[config.mk]
export PLATFORM = sky130hd
export DESIGN_NAME = dual_priority_message_queue_unit
export DESIGN_NICKNAME = d
export VERILOG_FILES = /design/src/rtl/core/dpmq_pkg.sv /design/src/rtl/core/dual_priority_message_queue_unit.sv /design/src/rtl/core/dpmq_front.sv /design/src/rtl/core/dpmq_back.sv
export SDC_FILE = /design/constraint.sdc
export NUM_CORES = 1
export LEC_CHECK = 0
export ABC_AREA = 1
export BUFFER_PORTS_ARGS = -buffer_cell sky130_fd_sc_hd__buf_2
export CORE_UTILIZATION = 50
export DETAILED_ROUTE_END_ITERATION = 6
export GPL_TIMING_DRIVEN = 0
export HOLD_SLACK_MARGIN = 0.03
export PLACE_DENSITY = 0.73
export SKIP_CTS_REPAIR_TIMING = 1
export SLEW_MARGIN = 20
export SYNTH_ARGS = -nofsm -noshare
export SYNTH_HDL_FRONTEND = slang
export SYNTH_SLANG_ARGS = --single-unit
[constraint.sdc]
create_clock -name clock -period 4.7 [get_ports clock]
set_input_delay 0.705 -clock clock [delete_from_list [all_inputs] [get_ports clock]]
set_output_delay 0.705 -clock clock [all_outputs]
set_load 0.02 [all_outputs]
[src/rtl/core/dpmq_pkg.sv]
`timescale 1ns / 1ps
`default_nettype none

package dpmq_pkg;

   // Depth of each message queue. Any value from 2 to 15 works.
   localparam int QUEUE_DEPTH = 8;
   localparam int QPTR_W      = $clog2(QUEUE_DEPTH);
   localparam int QCNT_W      = $clog2(QUEUE_DEPTH + 1);

   // Depth of the command queue between the front and back ends.
   // It must be a power of two so that the pointers wrap on their own.
   localparam int CMDQ_DEPTH  = 2;
   localparam int CMDQ_PTR_W  = $clog2(CMDQ_DEPTH);
   localparam int CMDQ_CNT_W  = $clog2(CMDQ_DEPTH + 1);

   localparam int HANDLE_W    = 16;
   localparam int DWELL_W     = 16;
   localparam int TIME_W      = 32;
   localparam int ACTION_W    = 2;
   localparam int KIND_W      = 3;
   localparam int HCOUNT_W    = 5;

   // Action codes on the request channel.
   localparam logic [ACTION_W-1:0] ACT_ENQUEUE = 2'd0;
   localparam logic [ACTION_W-1:0] ACT_SERVICE = 2'd1;
   localparam logic [ACTION_W-1:0] ACT_DRAIN   = 2'd2;

   // Result kinds on the response channel.
   localparam logic [KIND_W-1:0] KIND_QUEUED      = 3'd0;
   localparam logic [KIND_W-1:0] KIND_FULL        = 3'd1;
   localparam logic [KIND_W-1:0] KIND_HELD        = 3'd2;
   localparam logic [KIND_W-1:0] KIND_HIGH_SHOWN  = 3'd3;
   localparam logic [KIND_W-1:0] KIND_LOW_SHOWN   = 3'd4;
   localparam logic [KIND_W-1:0] KIND_SHOW_CLOCK  = 3'd5;
   localparam logic [KIND_W-1:0] KIND_DRAIN_EMPTY = 3'd6;

   typedef enum logic [1:0] {
      OP_ENQUEUE,
      OP_SERVICE,
      OP_DRAIN
   } op_type;

   // One stored message.
   typedef struct packed {
      logic [HANDLE_W-1:0] handle;
      logic [DWELL_W-1:0]  dwell;
      logic                invert;
   } msg_type;

   // A classified command on its way from the front end to the back end.
   typedef struct packed {
      op_type            op;
      logic              low_prio;
      msg_type           msg;
      logic [TIME_W-1:0] now;
   } cmd_type;

endpackage

`default_nettype wire

[src/rtl/core/dual_priority_message_queue_unit.sv]
`timescale 1ns / 1ps
`default_nettype none

// Strict-priority dual message queue. Requests enqueue a message (handle,
// dwell time, invert flag) into the high or low queue, service one message
// subject to the hold-off time, or drain both queues. A front end takes each
// request transfer, classifies it and parks it in a two-entry command queue;
// the back end owns both message FIFOs and the hold-off timer and writes one
// result per cycle into a response register while the response side does not
// stall. Enqueue and service each produce one result, so with no stall on the
// response side one request transfer is accepted every cycle. A drain emits
// one result per cycle while the response side does not stall, one per queued
// message (up to twice the queue depth), and the back end takes no further
// command until its last result has been loaded; requests keep arriving until
// the command queue fills. A command is written into the command queue and its
// result is then loaded into the response register, which drives response
// valid. An action code of 3 is accepted and produces no result. Reads of
// message storage only ever hit entries that were written, so the storage
// has no reset.

module dual_priority_message_queue_unit (
   input  wire                            clock,
   input  wire                            reset,
   input  wire                            req_valid,
   output logic                           req_stall,
   input  wire  [dpmq_pkg::ACTION_W-1:0]  req_action,
   input  wire                            req_priority_req,
   input  wire  [dpmq_pkg::HANDLE_W-1:0]  req_message_handle,
   input  wire  [dpmq_pkg::DWELL_W-1:0]   req_duration_ms,
   input  wire                            req_invert_display,
   input  wire  [dpmq_pkg::TIME_W-1:0]    req_now_ms,
   output logic                           rsp_valid,
   input  wire                            rsp_stall,
   output logic [dpmq_pkg::KIND_W-1:0]    rsp_result_kind,
   output logic [dpmq_pkg::HANDLE_W-1:0]  rsp_message_handle_out,
   output logic [dpmq_pkg::DWELL_W-1:0]   rsp_duration_out,
   output logic                           rsp_invert_out,
   output logic [dpmq_pkg::HCOUNT_W-1:0]  rsp_handled_count,
   output logic                           rsp_last
);
   import dpmq_pkg::*;

   // Command hand-off between the two halves.
   logic    cmd_valid;
   logic    cmd_pop;
   cmd_type cmd;

   // The front end accepts and classifies; it stalls only when its
   // command queue is full.
   dpmq_front u_front (
      .clock              (clock),
      .reset              (reset),
      .req_valid          (req_valid),
      .req_stall          (req_stall),
      .req_action         (req_action),
      .req_priority_req   (req_priority_req),
      .req_message_handle (req_message_handle),
      .req_duration_ms    (req_duration_ms),
      .req_invert_display (req_invert_display),
      .req_now_ms         (req_now_ms),
      .cmd_valid          (cmd_valid),
      .cmd                (cmd),
      .cmd_pop            (cmd_pop)
   );

   // The back end executes commands in order and drives the response
   // register, which refills in the same cycle that it is taken.
   dpmq_back u_back (
      .clock                  (clock),
      .reset                  (reset),
      .cmd_valid              (cmd_valid),
      .cmd                    (cmd),
      .cmd_pop                (cmd_pop),
      .rsp_valid              (rsp_valid),
      .rsp_stall              (rsp_stall),
      .rsp_result_kind        (rsp_result_kind),
      .rsp_message_handle_out (rsp_message_handle_out),
      .rsp_duration_out       (rsp_duration_out),
      .rsp_invert_out         (rsp_invert_out),
      .rsp_handled_count      (rsp_handled_count),
      .rsp_last               (rsp_last)
   );

endmodule

`default_nettype wire

[src/rtl/core/dpmq_front.sv]
`timescale 1ns / 1ps
`default_nettype none

module dpmq_front (
   input  wire                          clock,
   input  wire                          reset,
   input  wire                          req_valid,
   output logic                         req_stall,
   input  wire  [dpmq_pkg::ACTION_W-1:0] req_action,
   input  wire                          req_priority_req,
   input  wire  [dpmq_pkg::HANDLE_W-1:0] req_message_handle,
   input  wire  [dpmq_pkg::DWELL_W-1:0]  req_duration_ms,
   input  wire                          req_invert_display,
   input  wire  [dpmq_pkg::TIME_W-1:0]   req_now_ms,
   output logic                         cmd_valid,
   output dpmq_pkg::cmd_type            cmd,
   input  wire                          cmd_pop
);
   import dpmq_pkg::*;

   cmd_type               cmdq_mem [CMDQ_DEPTH];
   logic [CMDQ_PTR_W-1:0] wr_ptr_ff, wr_ptr_in;
   logic [CMDQ_PTR_W-1:0] rd_ptr_ff, rd_ptr_in;
   logic [CMDQ_CNT_W-1:0] cnt_ff, cnt_in;
   cmd_type               new_cmd;
   logic                  keep;
   logic                  push;

   // Classify the request; the unused action code is taken and dropped.
   always_comb begin
      keep           = 1'b1;
      new_cmd.op     = OP_ENQUEUE;
      new_cmd.low_prio   = req_priority_req;
      new_cmd.msg.handle = req_message_handle;
      new_cmd.msg.dwell  = req_duration_ms;
      new_cmd.msg.invert = req_invert_display;
      new_cmd.now        = req_now_ms;
      case (req_action)
         ACT_ENQUEUE: new_cmd.op = OP_ENQUEUE;
         ACT_SERVICE: new_cmd.op = OP_SERVICE;
         ACT_DRAIN:   new_cmd.op = OP_DRAIN;
         default:     keep = 1'b0;
      endcase
   end

   assign req_stall = (cnt_ff == CMDQ_CNT_W'(CMDQ_DEPTH));
   assign push      = req_valid && !req_stall && keep;
   assign cmd_valid = (cnt_ff != '0);
   assign cmd       = cmdq_mem[rd_ptr_ff];

   always_comb begin
      wr_ptr_in = push    ? wr_ptr_ff + 1'b1 : wr_ptr_ff;
      rd_ptr_in = cmd_pop ? rd_ptr_ff + 1'b1 : rd_ptr_ff;
      cnt_in    = cnt_ff + CMDQ_CNT_W'(push) - CMDQ_CNT_W'(cmd_pop);
   end

   always_ff @(posedge clock) begin
      if (reset) begin
         wr_ptr_ff <= '0;
         rd_ptr_ff <= '0;
         cnt_ff    <= '0;
      end else begin
         wr_ptr_ff <= wr_ptr_in;
         rd_ptr_ff <= rd_ptr_in;
         cnt_ff    <= cnt_in;
      end
   end

   always_ff @(posedge clock) begin
      if (push) begin
         cmdq_mem[wr_ptr_ff] <= new_cmd;
      end
   end

`ifndef SYNTHESIS
   a_cmdq_no_overflow: assert property (@(posedge clock) disable iff (reset)
      cnt_ff <= CMDQ_CNT_W'(CMDQ_DEPTH))
      else $error("command queue count out of range");

   a_pop_only_when_valid: assert property (@(posedge clock) disable iff (reset)
      cmd_pop |-> cmd_valid)
      else $error("command popped from an empty queue");
`endif

endmodule

`default_nettype wire

[src/rtl/core/dpmq_back.sv]
`timescale 1ns / 1ps
`default_nettype none

module dpmq_back (
   input  wire                            clock,
   input  wire                            reset,
   input  wire                            cmd_valid,
   input  wire dpmq_pkg::cmd_type         cmd,
   output logic                           cmd_pop,
   output logic                           rsp_valid,
   input  wire                            rsp_stall,
   output logic [dpmq_pkg::KIND_W-1:0]    rsp_result_kind,
   output logic [dpmq_pkg::HANDLE_W-1:0]  rsp_message_handle_out,
   output logic [dpmq_pkg::DWELL_W-1:0]   rsp_duration_out,
   output logic                           rsp_invert_out,
   output logic [dpmq_pkg::HCOUNT_W-1:0]  rsp_handled_count,
   output logic                           rsp_last
);
   import dpmq_pkg::*;

   typedef enum logic {
      ST_IDLE,
      ST_DRAIN
   } state_type;

   msg_type high_mem [QUEUE_DEPTH];
   msg_type low_mem  [QUEUE_DEPTH];

   state_type            state_ff, state_in;
   logic [QPTR_W-1:0]    high_head_ff, high_head_in, high_tail_ff, high_tail_in;
   logic [QPTR_W-1:0]    low_head_ff, low_head_in, low_tail_ff, low_tail_in;
   logic [QCNT_W-1:0]    high_count_ff, high_count_in, low_count_ff, low_count_in;
   logic [TIME_W-1:0]    next_allowed_ff, next_allowed_in;
   logic [TIME_W-1:0]    drain_now_ff, drain_now_in;
   logic                 valid_ff, valid_in;
   logic [KIND_W-1:0]    kind_ff, kind_in;
   msg_type              msg_ff, msg_in;
   logic [HCOUNT_W-1:0]  hcount_ff, hcount_in;
   logic                 last_ff, last_in;

   logic                 out_free;
   logic                 high_has, low_has;
   logic                 single_left;
   logic                 do_pop, do_push;
   logic [TIME_W-1:0]    pop_now;
   msg_type              head_msg;

   function automatic logic [QPTR_W-1:0] ptr_next(input logic [QPTR_W-1:0] p);
      ptr_next = (p == QPTR_W'(QUEUE_DEPTH - 1)) ? '0 : p + 1'b1;
   endfunction

   assign out_free    = !valid_ff || !rsp_stall;
   assign high_has    = (high_count_ff != '0);
   assign low_has     = (low_count_ff != '0);
   assign single_left = ((QCNT_W+1)'(high_count_ff) + (QCNT_W+1)'(low_count_ff))
                        == (QCNT_W+1)'(1);
   assign head_msg    = high_has ? high_mem[high_head_ff] : low_mem[low_head_ff];

   always_comb begin
      state_in        = state_ff;
      high_head_in    = high_head_ff;
      high_tail_in    = high_tail_ff;
      high_count_in   = high_count_ff;
      low_head_in     = low_head_ff;
      low_tail_in     = low_tail_ff;
      low_count_in    = low_count_ff;
      next_allowed_in = next_allowed_ff;
      drain_now_in    = drain_now_ff;
      valid_in        = out_free ? 1'b0 : valid_ff;
      kind_in         = kind_ff;
      msg_in          = msg_ff;
      hcount_in       = hcount_ff;
      last_in         = last_ff;
      cmd_pop         = 1'b0;
      do_pop          = 1'b0;
      do_push         = 1'b0;
      pop_now         = drain_now_ff;

      case (state_ff)
         ST_IDLE: begin
            if (cmd_valid && out_free) begin
               cmd_pop   = 1'b1;
               valid_in  = 1'b1;
               last_in   = 1'b1;
               msg_in    = '0;
               hcount_in = '0;
               pop_now   = cmd.now;
               case (cmd.op)
                  OP_ENQUEUE: begin
                     if (cmd.low_prio ? (low_count_ff < QCNT_W'(QUEUE_DEPTH))
                                      : (high_count_ff < QCNT_W'(QUEUE_DEPTH))) begin
                        do_push = 1'b1;
                        kind_in = KIND_QUEUED;
                     end else begin
                        kind_in = KIND_FULL;
                     end
                  end
                  OP_SERVICE: begin
                     if (cmd.now < next_allowed_ff) begin
                        kind_in = KIND_HELD;
                     end else if (high_has || low_has) begin
                        do_pop = 1'b1;
                     end else begin
                        kind_in = KIND_SHOW_CLOCK;
                     end
                  end
                  OP_DRAIN: begin
                     drain_now_in = cmd.now;
                     if (high_has || low_has) begin
                        do_pop    = 1'b1;
                        hcount_in = HCOUNT_W'(1);
                        last_in   = single_left;
                        if (!single_left) begin
                           state_in = ST_DRAIN;
                        end
                     end else begin
                        kind_in = KIND_DRAIN_EMPTY;
                     end
                  end
                  default: begin
                     kind_in = KIND_SHOW_CLOCK;
                  end
               endcase
            end
         end
         ST_DRAIN: begin
            if (out_free) begin
               valid_in  = 1'b1;
               do_pop    = 1'b1;
               hcount_in = hcount_ff + 1'b1;
               last_in   = single_left;
               if (single_left) begin
                  state_in = ST_IDLE;
               end
            end
         end
         default: begin
            state_in = ST_IDLE;
         end
      endcase

      // Pop the oldest message, high queue first.
      if (do_pop) begin
         msg_in          = head_msg;
         next_allowed_in = pop_now + TIME_W'(head_msg.dwell);
         if (high_has) begin
            kind_in       = KIND_HIGH_SHOWN;
            high_head_in  = ptr_next(high_head_ff);
            high_count_in = high_count_ff - 1'b1;
         end else begin
            kind_in       = KIND_LOW_SHOWN;
            low_head_in   = ptr_next(low_head_ff);
            low_count_in  = low_count_ff - 1'b1;
         end
      end

      if (do_push) begin
         if (cmd.low_prio) begin
            low_tail_in   = ptr_next(low_tail_ff);
            low_count_in  = low_count_ff + 1'b1;
         end else begin
            high_tail_in  = ptr_next(high_tail_ff);
            high_count_in = high_count_ff + 1'b1;
         end
      end
   end

   always_ff @(posedge clock) begin
      if (reset) begin
         state_ff        <= ST_IDLE;
         high_head_ff    <= '0;
         high_tail_ff    <= '0;
         high_count_ff   <= '0;
         low_head_ff     <= '0;
         low_tail_ff     <= '0;
         low_count_ff    <= '0;
         next_allowed_ff <= '0;
         valid_ff        <= 1'b0;
      end else begin
         state_ff        <= state_in;
         high_head_ff    <= high_head_in;
         high_tail_ff    <= high_tail_in;
         high_count_ff   <= high_count_in;
         low_head_ff     <= low_head_in;
         low_tail_ff     <= low_tail_in;
         low_count_ff    <= low_count_in;
         next_allowed_ff <= next_allowed_in;
         valid_ff        <= valid_in;
      end
      drain_now_ff <= drain_now_in;
      kind_ff      <= kind_in;
      msg_ff       <= msg_in;
      hcount_ff    <= hcount_in;
      last_ff      <= last_in;
   end

   always_ff @(posedge clock) begin
      if (do_push && !cmd.low_prio) begin
         high_mem[high_tail_ff] <= cmd.msg;
      end
      if (do_push && cmd.low_prio) begin
         low_mem[low_tail_ff] <= cmd.msg;
      end
   end

   assign rsp_valid              = valid_ff;
   assign rsp_result_kind        = kind_ff;
   assign rsp_message_handle_out = msg_ff.handle;
   assign rsp_duration_out       = msg_ff.dwell;
   assign rsp_invert_out         = msg_ff.invert;
   assign rsp_handled_count      = hcount_ff;
   assign rsp_last               = last_ff;

`ifndef SYNTHESIS
   a_drain_has_work: assert property (@(posedge clock) disable iff (reset)
      (state_ff == ST_DRAIN) |-> (high_has || low_has))
      else $error("drain running with both queues empty");

   a_not_last_means_drain: assert property (@(posedge clock) disable iff (reset)
      (valid_ff && !last_ff) |-> (state_ff == ST_DRAIN))
      else $error("non-final result outside a drain");

   a_count_only_on_pop: assert property (@(posedge clock) disable iff (reset)
      (valid_ff && hcount_ff != '0) |->
      (kind_ff == KIND_HIGH_SHOWN || kind_ff == KIND_LOW_SHOWN))
      else $error("handled count on a result that is not a pop");

   a_queue_bounds: assert property (@(posedge clock) disable iff (reset)
      (high_count_ff <= QCNT_W'(QUEUE_DEPTH)) && (low_count_ff <= QCNT_W'(QUEUE_DEPTH)))
      else $error("message queue count out of range");
`endif

endmodule

`default_nettype wire
==> run_results.csv, run 1 <==
group,metric,value,unit
sta,finalSetupTns,0,ps
grt,overflow,0,
synthesis,synth_cells,2526,
critical_path,path_max_fanout,10,
min_path,hold_path.class,"in -> reg",
synthesis,ys_seq_elements,803,
synthesis,yosysMostFrequentCell,"edfxtp_1",
die,initial_core_util,50.7,%
detailed_routing,detail_route.wl_per_cell,22.7,um
clock_tree,cts_root_buf,"clkbuf_16",
clock_tree,numCtsBuffers,83,
cells_and_area,nets,2929,
sta,rsz0062_at_grt,"no",
place,dp_slack,-477,ps
detailed_routing,vias,21900,
clock_tree,cts_tree,"done",
clock_tree,cts_max_path_buffers,3,
place,port_buffers,115,
detailed_routing,drcViolationCount,1,
synthesis,synth.area.top_cells,"edfxtp_1 68%, nand2_1 5.1%, dfxtp_1 4.0%",
synthesis,async_flop_share,0,%
synthesis,yosys_warnings,0,
sta,finalSetupViolations,0,
pwr,p_comb_share,29.2,%
synthesis,syn_nets,2671,
die,io_pins,116,
job,maxCapViolations,0,
run_status,violations,"design-rule violations",
detailed_routing,drt-initial-drc-count,2430,
critical_path,worst_ep_arrival_time,5080,ps
grt,track_usage,25.1,%
grt,use_met2,41.3,%
sta,fin_ws,164,ps
grt,met1_usage,32.0,%
grt,grt_pass1_wl,127000,um
clock_tree,path_clk_slew,60,ps
pwr,power_density,588,mW/mm^2
die,fp.dieArea,0.0666,sq mm
die,die_w,258,um
synthesis,synth_top_area_share,67.6,%
grt,grt_most_used_layer,"met2",
critical_path,crit_required,5240,ps
sta,fmax,0.220,GHz
synthesis,seq_area_frac_synth,71.6,%
pwr,swShare,34.3,%
sta,hold_viol_final,0,
synthesis,synth.avg_cell_area,13.0,sq um
critical_path,start_kind,"flop",
pwr,p_seq_share,41.6,%
detailed_routing,vias_per_cell,5.90,
sta,finalClockSkew,49.9,ps
synthesis,synth_area,0.0328,sq mm
die,coreArea,0.0646,sq mm
detailed_routing,antenna_left,0,
sta,tightest_slew,947,ps
grt,grt_max_degree,27,
cells_and_area,syn_to_final_growth,15.6,%
place,hpwl,58200,um
critical_path,cp-end-kind,"flop",
pwr,ir_drop,0.452,mV
cells_and_area,drive_above_1_share,13.5,%
synthesis,ys_types,52,
clock_tree,htreeDepth,3,
place,gp_congestion,0.894,
clock_tree,worstSkewPairLatency,650,ps
grt,grt_pass1_vias,21800,
sta,finalCritPeriodShare,96.5,%
cells_and_area,antenna_cells,0,
synthesis,synth-main-ff-cell,"edfxtp_1",
cells_and_area,final_cell_area,0.0379,sq mm
place,post_dp_cell_area,0.0352,sq mm
sta,slew_violations,0,
pwr,p_int,14.6,mW
die,placementRows,93,
die,die_h,258,um
synthesis,synth_edf_count,738,
pwr,clock_power_share,29.2,%
synthesis,yosysTopAreaCell,"edfxtp_1",
sta,max_slew_margin,36.5,%
run_status,status,"finished with violations",
sta,min_period,4540,ps
detailed_routing,drt_first_pass_iters,7,
detailed_routing,finalWirelength,84000,um
clock_tree,cts_sinks,803,
critical_path,path_class,"reg -> reg",
pwr,power.switching,7.66,mW
grt,grt_antenna_before_repair,1,
grt,use_met3,4.11,%
synthesis,ys_top_cells_by_count,"738 x edfxtp_1, 447 x nand2_1, 215 x nor2_1",
pwr,p_leak,13.3,nW
[registers in the layout (all words and copies together) (netlist names), 3 cells and up, named ones only]
name	cells
u_back.rsp_duration_out	16
u_back.rsp_handled_count	5
u_back.drain_now_ff	32
u_back.high_count_ff	4
u_back.low_head_ff	3
u_back.low_tail_ff	3
u_front.cmdq_mem	136
u_back.low_count_ff	4
u_back.rsp_message_handle_out	16
u_back.high_tail_ff	3
u_back.rsp_result_kind	3
u_back.high_head_ff	3
u_back.low_mem	264
u_back.high_mem	264
u_back.next_allowed_ff	32
[stage by stage]
step           utilization, %  hold WS, ps  total power, mW  instances
2_1_floorplan               -          433             13.5       2526
5_1_grt                  58.7          233             23.3       3707
4_1_cts                  58.6          222             22.3       3709
6_report                 58.7          235             22.3       3707
3_5_place_dp             54.4          473             15.8       3556
3_3_place_gp             53.3          457             15.5       3496
[kinds of logic (layout without fill, tap and decap cells)]
kind of cell               after synthesis  in the layout  share of synthesized area [%]
adders and majority gates               73             73                           2.83
and+or+nand+nor                        766            766                           9.44
DFF                                    803            803                           71.6
AOI/OAI and AO/OA                      528            528                           9.96
buffers and inverters                  248            574                           2.98
xor gates and xnor gates                33             33                          0.882
muxes                                   75             75                           2.29
[layout make-up]
class,instances,area [sq um]
Buffer,133,574
Clock buffer,101,2160
Clock inverter,52,546
Fill cell,4925,26700
Inverter,113,424
Multi-Input combinational cell,1475,8440
Sequential cell,803,23500
Tap cell,855,1070
Timing Repair Buffer,175,1210
[cell usage in the layout, fill, tap and decap left out, types with 12 or more instances in the layout]
master / count
mux2i_1: 75
edfxtp_1: 738
nand3_1: 48
clkinv_2: 13
clkinv_1: 21
ha_1: 71
nor3_2: 13
a21oi_1: 127
o32ai_1: 23
clkbuf_16: 83
o211ai_1: 25
clkbuf_2: 21
buf_6: 12
dfxtp_1: 64
buf_2: 133
clkbuf_1: 94
xnor2_1: 17
nor2_1: 208
o22ai_1: 17
xor2_1: 16
inv_1: 105
buf_4: 43
o221ai_1: 75
o21ai_0: 203
nand2_1: 446
a32oi_1: 34
[worst max-delay path: stages (launching register included)]
cell	delay (ps)
dfxtp_1	300
clkbuf_1	260
clkbuf_2	310
buf_2	370
o21ai_0	180
o32ai_1	160
o211ai_1	240
nand2_1	170
ha_1	280
inv_1	80
fa_1	420
o21ai_1	230
a21oi_1	130
o21ai_1	310
nand3_1	160
nand2_1	240
nand2_1	150
nor2_2	180
a31oi_1	100
nor2_1	110
a21oi_1	70
[path summary, 6_finish.rpt]
kind | start | endpoint | slack (ps) | cells past startpoint
min | req_now_ms[0] | u_front.cmdq_mem[1][0] | 240 | 1
max | flop | u_back.next_allowed_ff[28] | 160 | 20
min reg2reg | u_front.rd_ptr_ff | flop | 490 | 2
max reg2reg | flop | u_back.next_allowed_ff[28] | 160 | 20
[power groups by stage]
stage                     logic, mW  registers [mW]  clock network, mW
final                          6.52            9.26               6.51
after global routing           7.10            9.31               6.85
after CTS                      6.43            9.26               6.57
after detailed placement       6.36            9.41                  0
after global placement         6.05            9.43                  0
after floorplan                3.96            9.57                  0
[per-layer routing]
metal / vias up / routed length [um]
met1: 10700 / 33000
met2: 1112 / 40200
met5: - / 0
met3: 212 / 6610
li1: 9825 / -
met4: 0 / 4160
(Power assumes the default switching activity.)
==> run 2: changes to the inputs <==
Settings changed: CORE_UTILIZATION 50 to 27, GPL_ROUTABILITY_DRIVEN set to 0, PLACE_DENSITY 0.73 to 0.47.
==> run_results.csv, run 2 (same netlist as run 1, synthesis figures left out) <==
group,metric,value,unit
detailed_routing,antenna_left,0,
grt,track_usage,15.1,%
clock_tree,worstSkewPairLatency,650,ps
pwr,p_leak,13.4,nW
critical_path,worst_ep_arrival_time,4960,ps
critical_path,ff2ff_path_depth,18,
critical_path,path_max_fanout,10,
die,fp.dieArea,0.123,sq mm
cells_and_area,layout_common_cells,"738 x edfxtp_1, 446 x nand2_1, 207 x nor2_1",
critical_path,cp-end-kind,"flop",
min_path,holdCritStartpoint,"req_duration_ms[3]",
pwr,power_density,581,mW/mm^2
place,post_dp_cell_area,0.0362,sq mm
min_path,hold_path.class,"in -> reg",
die,coreArea,0.120,sq mm
clock_tree,cts_root_buf,"clkbuf_16",
min_path,whs_endpoint,"u_front.cmdq_mem[0][36]",
sta,max_slew_margin,44.4,%
grt,grt_pass1_vias,20200,
cells_and_area,nets,2936,
cells_and_area,layout_commonest_cell,"edfxtp_1",
die,placementRows,127,
detailed_routing,vias,20800,
grt,overflow,0,
sta,fin_ws,307,ps
sta,tightest_slew,833,ps
critical_path,crit_required,5260,ps
min_path,hold-path-cell-count,1,
detailed_routing,drcViolationCount,0,
clock_tree,numCtsBuffers,84,
place,port_buffers,115,
critical_path,start_kind,"flop",
pwr,ir_drop,0.268,mV
sta,min_period,4390,ps
critical_path,path_class,"reg -> reg",
detailed_routing,finalWirelength,93300,um
sta,finalSetupViolations,0,
clock_tree,cts_sinks,803,
sta,finalClockSkew,29.5,ps
detailed_routing,drt-initial-drc-count,1552,
sta,hold_viol_final,0,
critical_path,regToRegSetupSlack,310,ps
place,hpwl,66700,um
cells_and_area,final_cell_area,0.0390,sq mm
job,maxCapViolations,0,
die,io_pins,116,
clock_tree,cts_max_path_buffers,3,
grt,grt_max_degree,26,
clock_tree,htreeDepth,3,
critical_path,r2r_end,"u_back.next_allowed_ff[26]",
place,dp_slack,-876,ps
die,die_h,350,um
clock_tree,path_clk_slew,60,ps
cells_and_area,drive_above_1_share,14.3,%
cells_and_area,syn_to_final_growth,19.0,%
detailed_routing,drt_first_pass_iters,5,
grt,grt_antenna_before_repair,6,
cells_and_area,top_regs,"u_back.high_mem (264), u_back.low_mem (264), u_front.cmdq_mem (136)",
sta,fmax,0.228,GHz
detailed_routing,detail_route.wl_per_cell,20.9,um
die,die_w,350,um
run_status,status,"complete, no violations",
sta,slew_violations,0,
cells_and_area,fill_cells,12100,
grt,grt_pass1_wl,136000,um
die,initial_core_util,27.3,%
clock_tree,cts_tree,"done",
detailed_routing,vias_per_cell,4.65,
sta,finalSetupTns,0,ps
sta,finalCritPeriodShare,93.5,%
## run 2: worst max-delay path, stage by stage (launching register included)
cell and delay (ps):
dfxtp_2 450, clkbuf_2 330, clkbuf_2 360, o21ai_0 160, o32ai_2 190, o211ai_1 230, nand2_1 180, ha_1 270
inv_1 80, fa_1 410, o21ai_1 250, a21oi_1 170, o21ai_2 240, nand3_1 100, nand2_1 200, and3_1 280
nand3_1 110, xnor2_1 140, a21oi_1 150
## run 2: through the flow
step	hold slack (ps)	std cells	utilization, %	total power [mW]
after floorplan	433	2526	-	13.5
after detailed placement	456	4318	30.1	16.2
after global placement	458	4253	29.4	16.1
after global routing	212	4468	32.5	23.9
final	238	4469	32.5	22.7
after CTS	192	4469	32.4	22.8
## run 2: final cells by class
class | instances | area, sq um | area share, %
clock buffer | 106 | 2220 | 5.71
multi-input combinational | 1475 | 8470 | 21.7
tap | 1612 | 2020 | 5.17
sequential | 803 | 23500 | 60.2
timing repair buffer | 181 | 1310 | 3.36
antenna | 1 | 2.50 | 0.00642
clock inverter | 45 | 478 | 1.23
inverter | 113 | 424 | 1.09
buffer | 133 | 599 | 1.54
## run 2: report_power, final
group | switching, mW | internal (mW) | leakage, nW
clock | 2.82 | 3.81 | 1.31
combinational | 4.84 | 1.90 | 4.79
sequential | 0.242 | 9.05 | 7.25
total | 7.90 | 14.8 | 13.4
## run 2: worst max path at each step
stage | slack, ps | start | depth (start not counted) | to
after floorplan | -70 | flop | 13 | u_back.low_mem[3][0]
after global placement | -3320 | flop | 13 | u_back.high_mem[5][20]
after detailed placement | -880 | rsp_stall | 22 | u_back.next_allowed_ff[26]
after CTS | -600 | flop | 19 | u_back.next_allowed_ff[26]
after global routing | -2 | flop | 21 | u_back.rsp_duration_out[14]
final | 310 | flop | 18 | u_back.next_allowed_ff[26]
## run 2: routing by layer
layer  up-vias  wire length [um]  part of all wire [%]  track usage [%]
met5         -                32                 0.034                0
met3       124              4970                   5.3             2.24
li1       9840                 -                     -                -
met1     10300             43600                    47             21.3
met2       530             42500                    46             23.8
met4         4              2230                   2.4             4.87
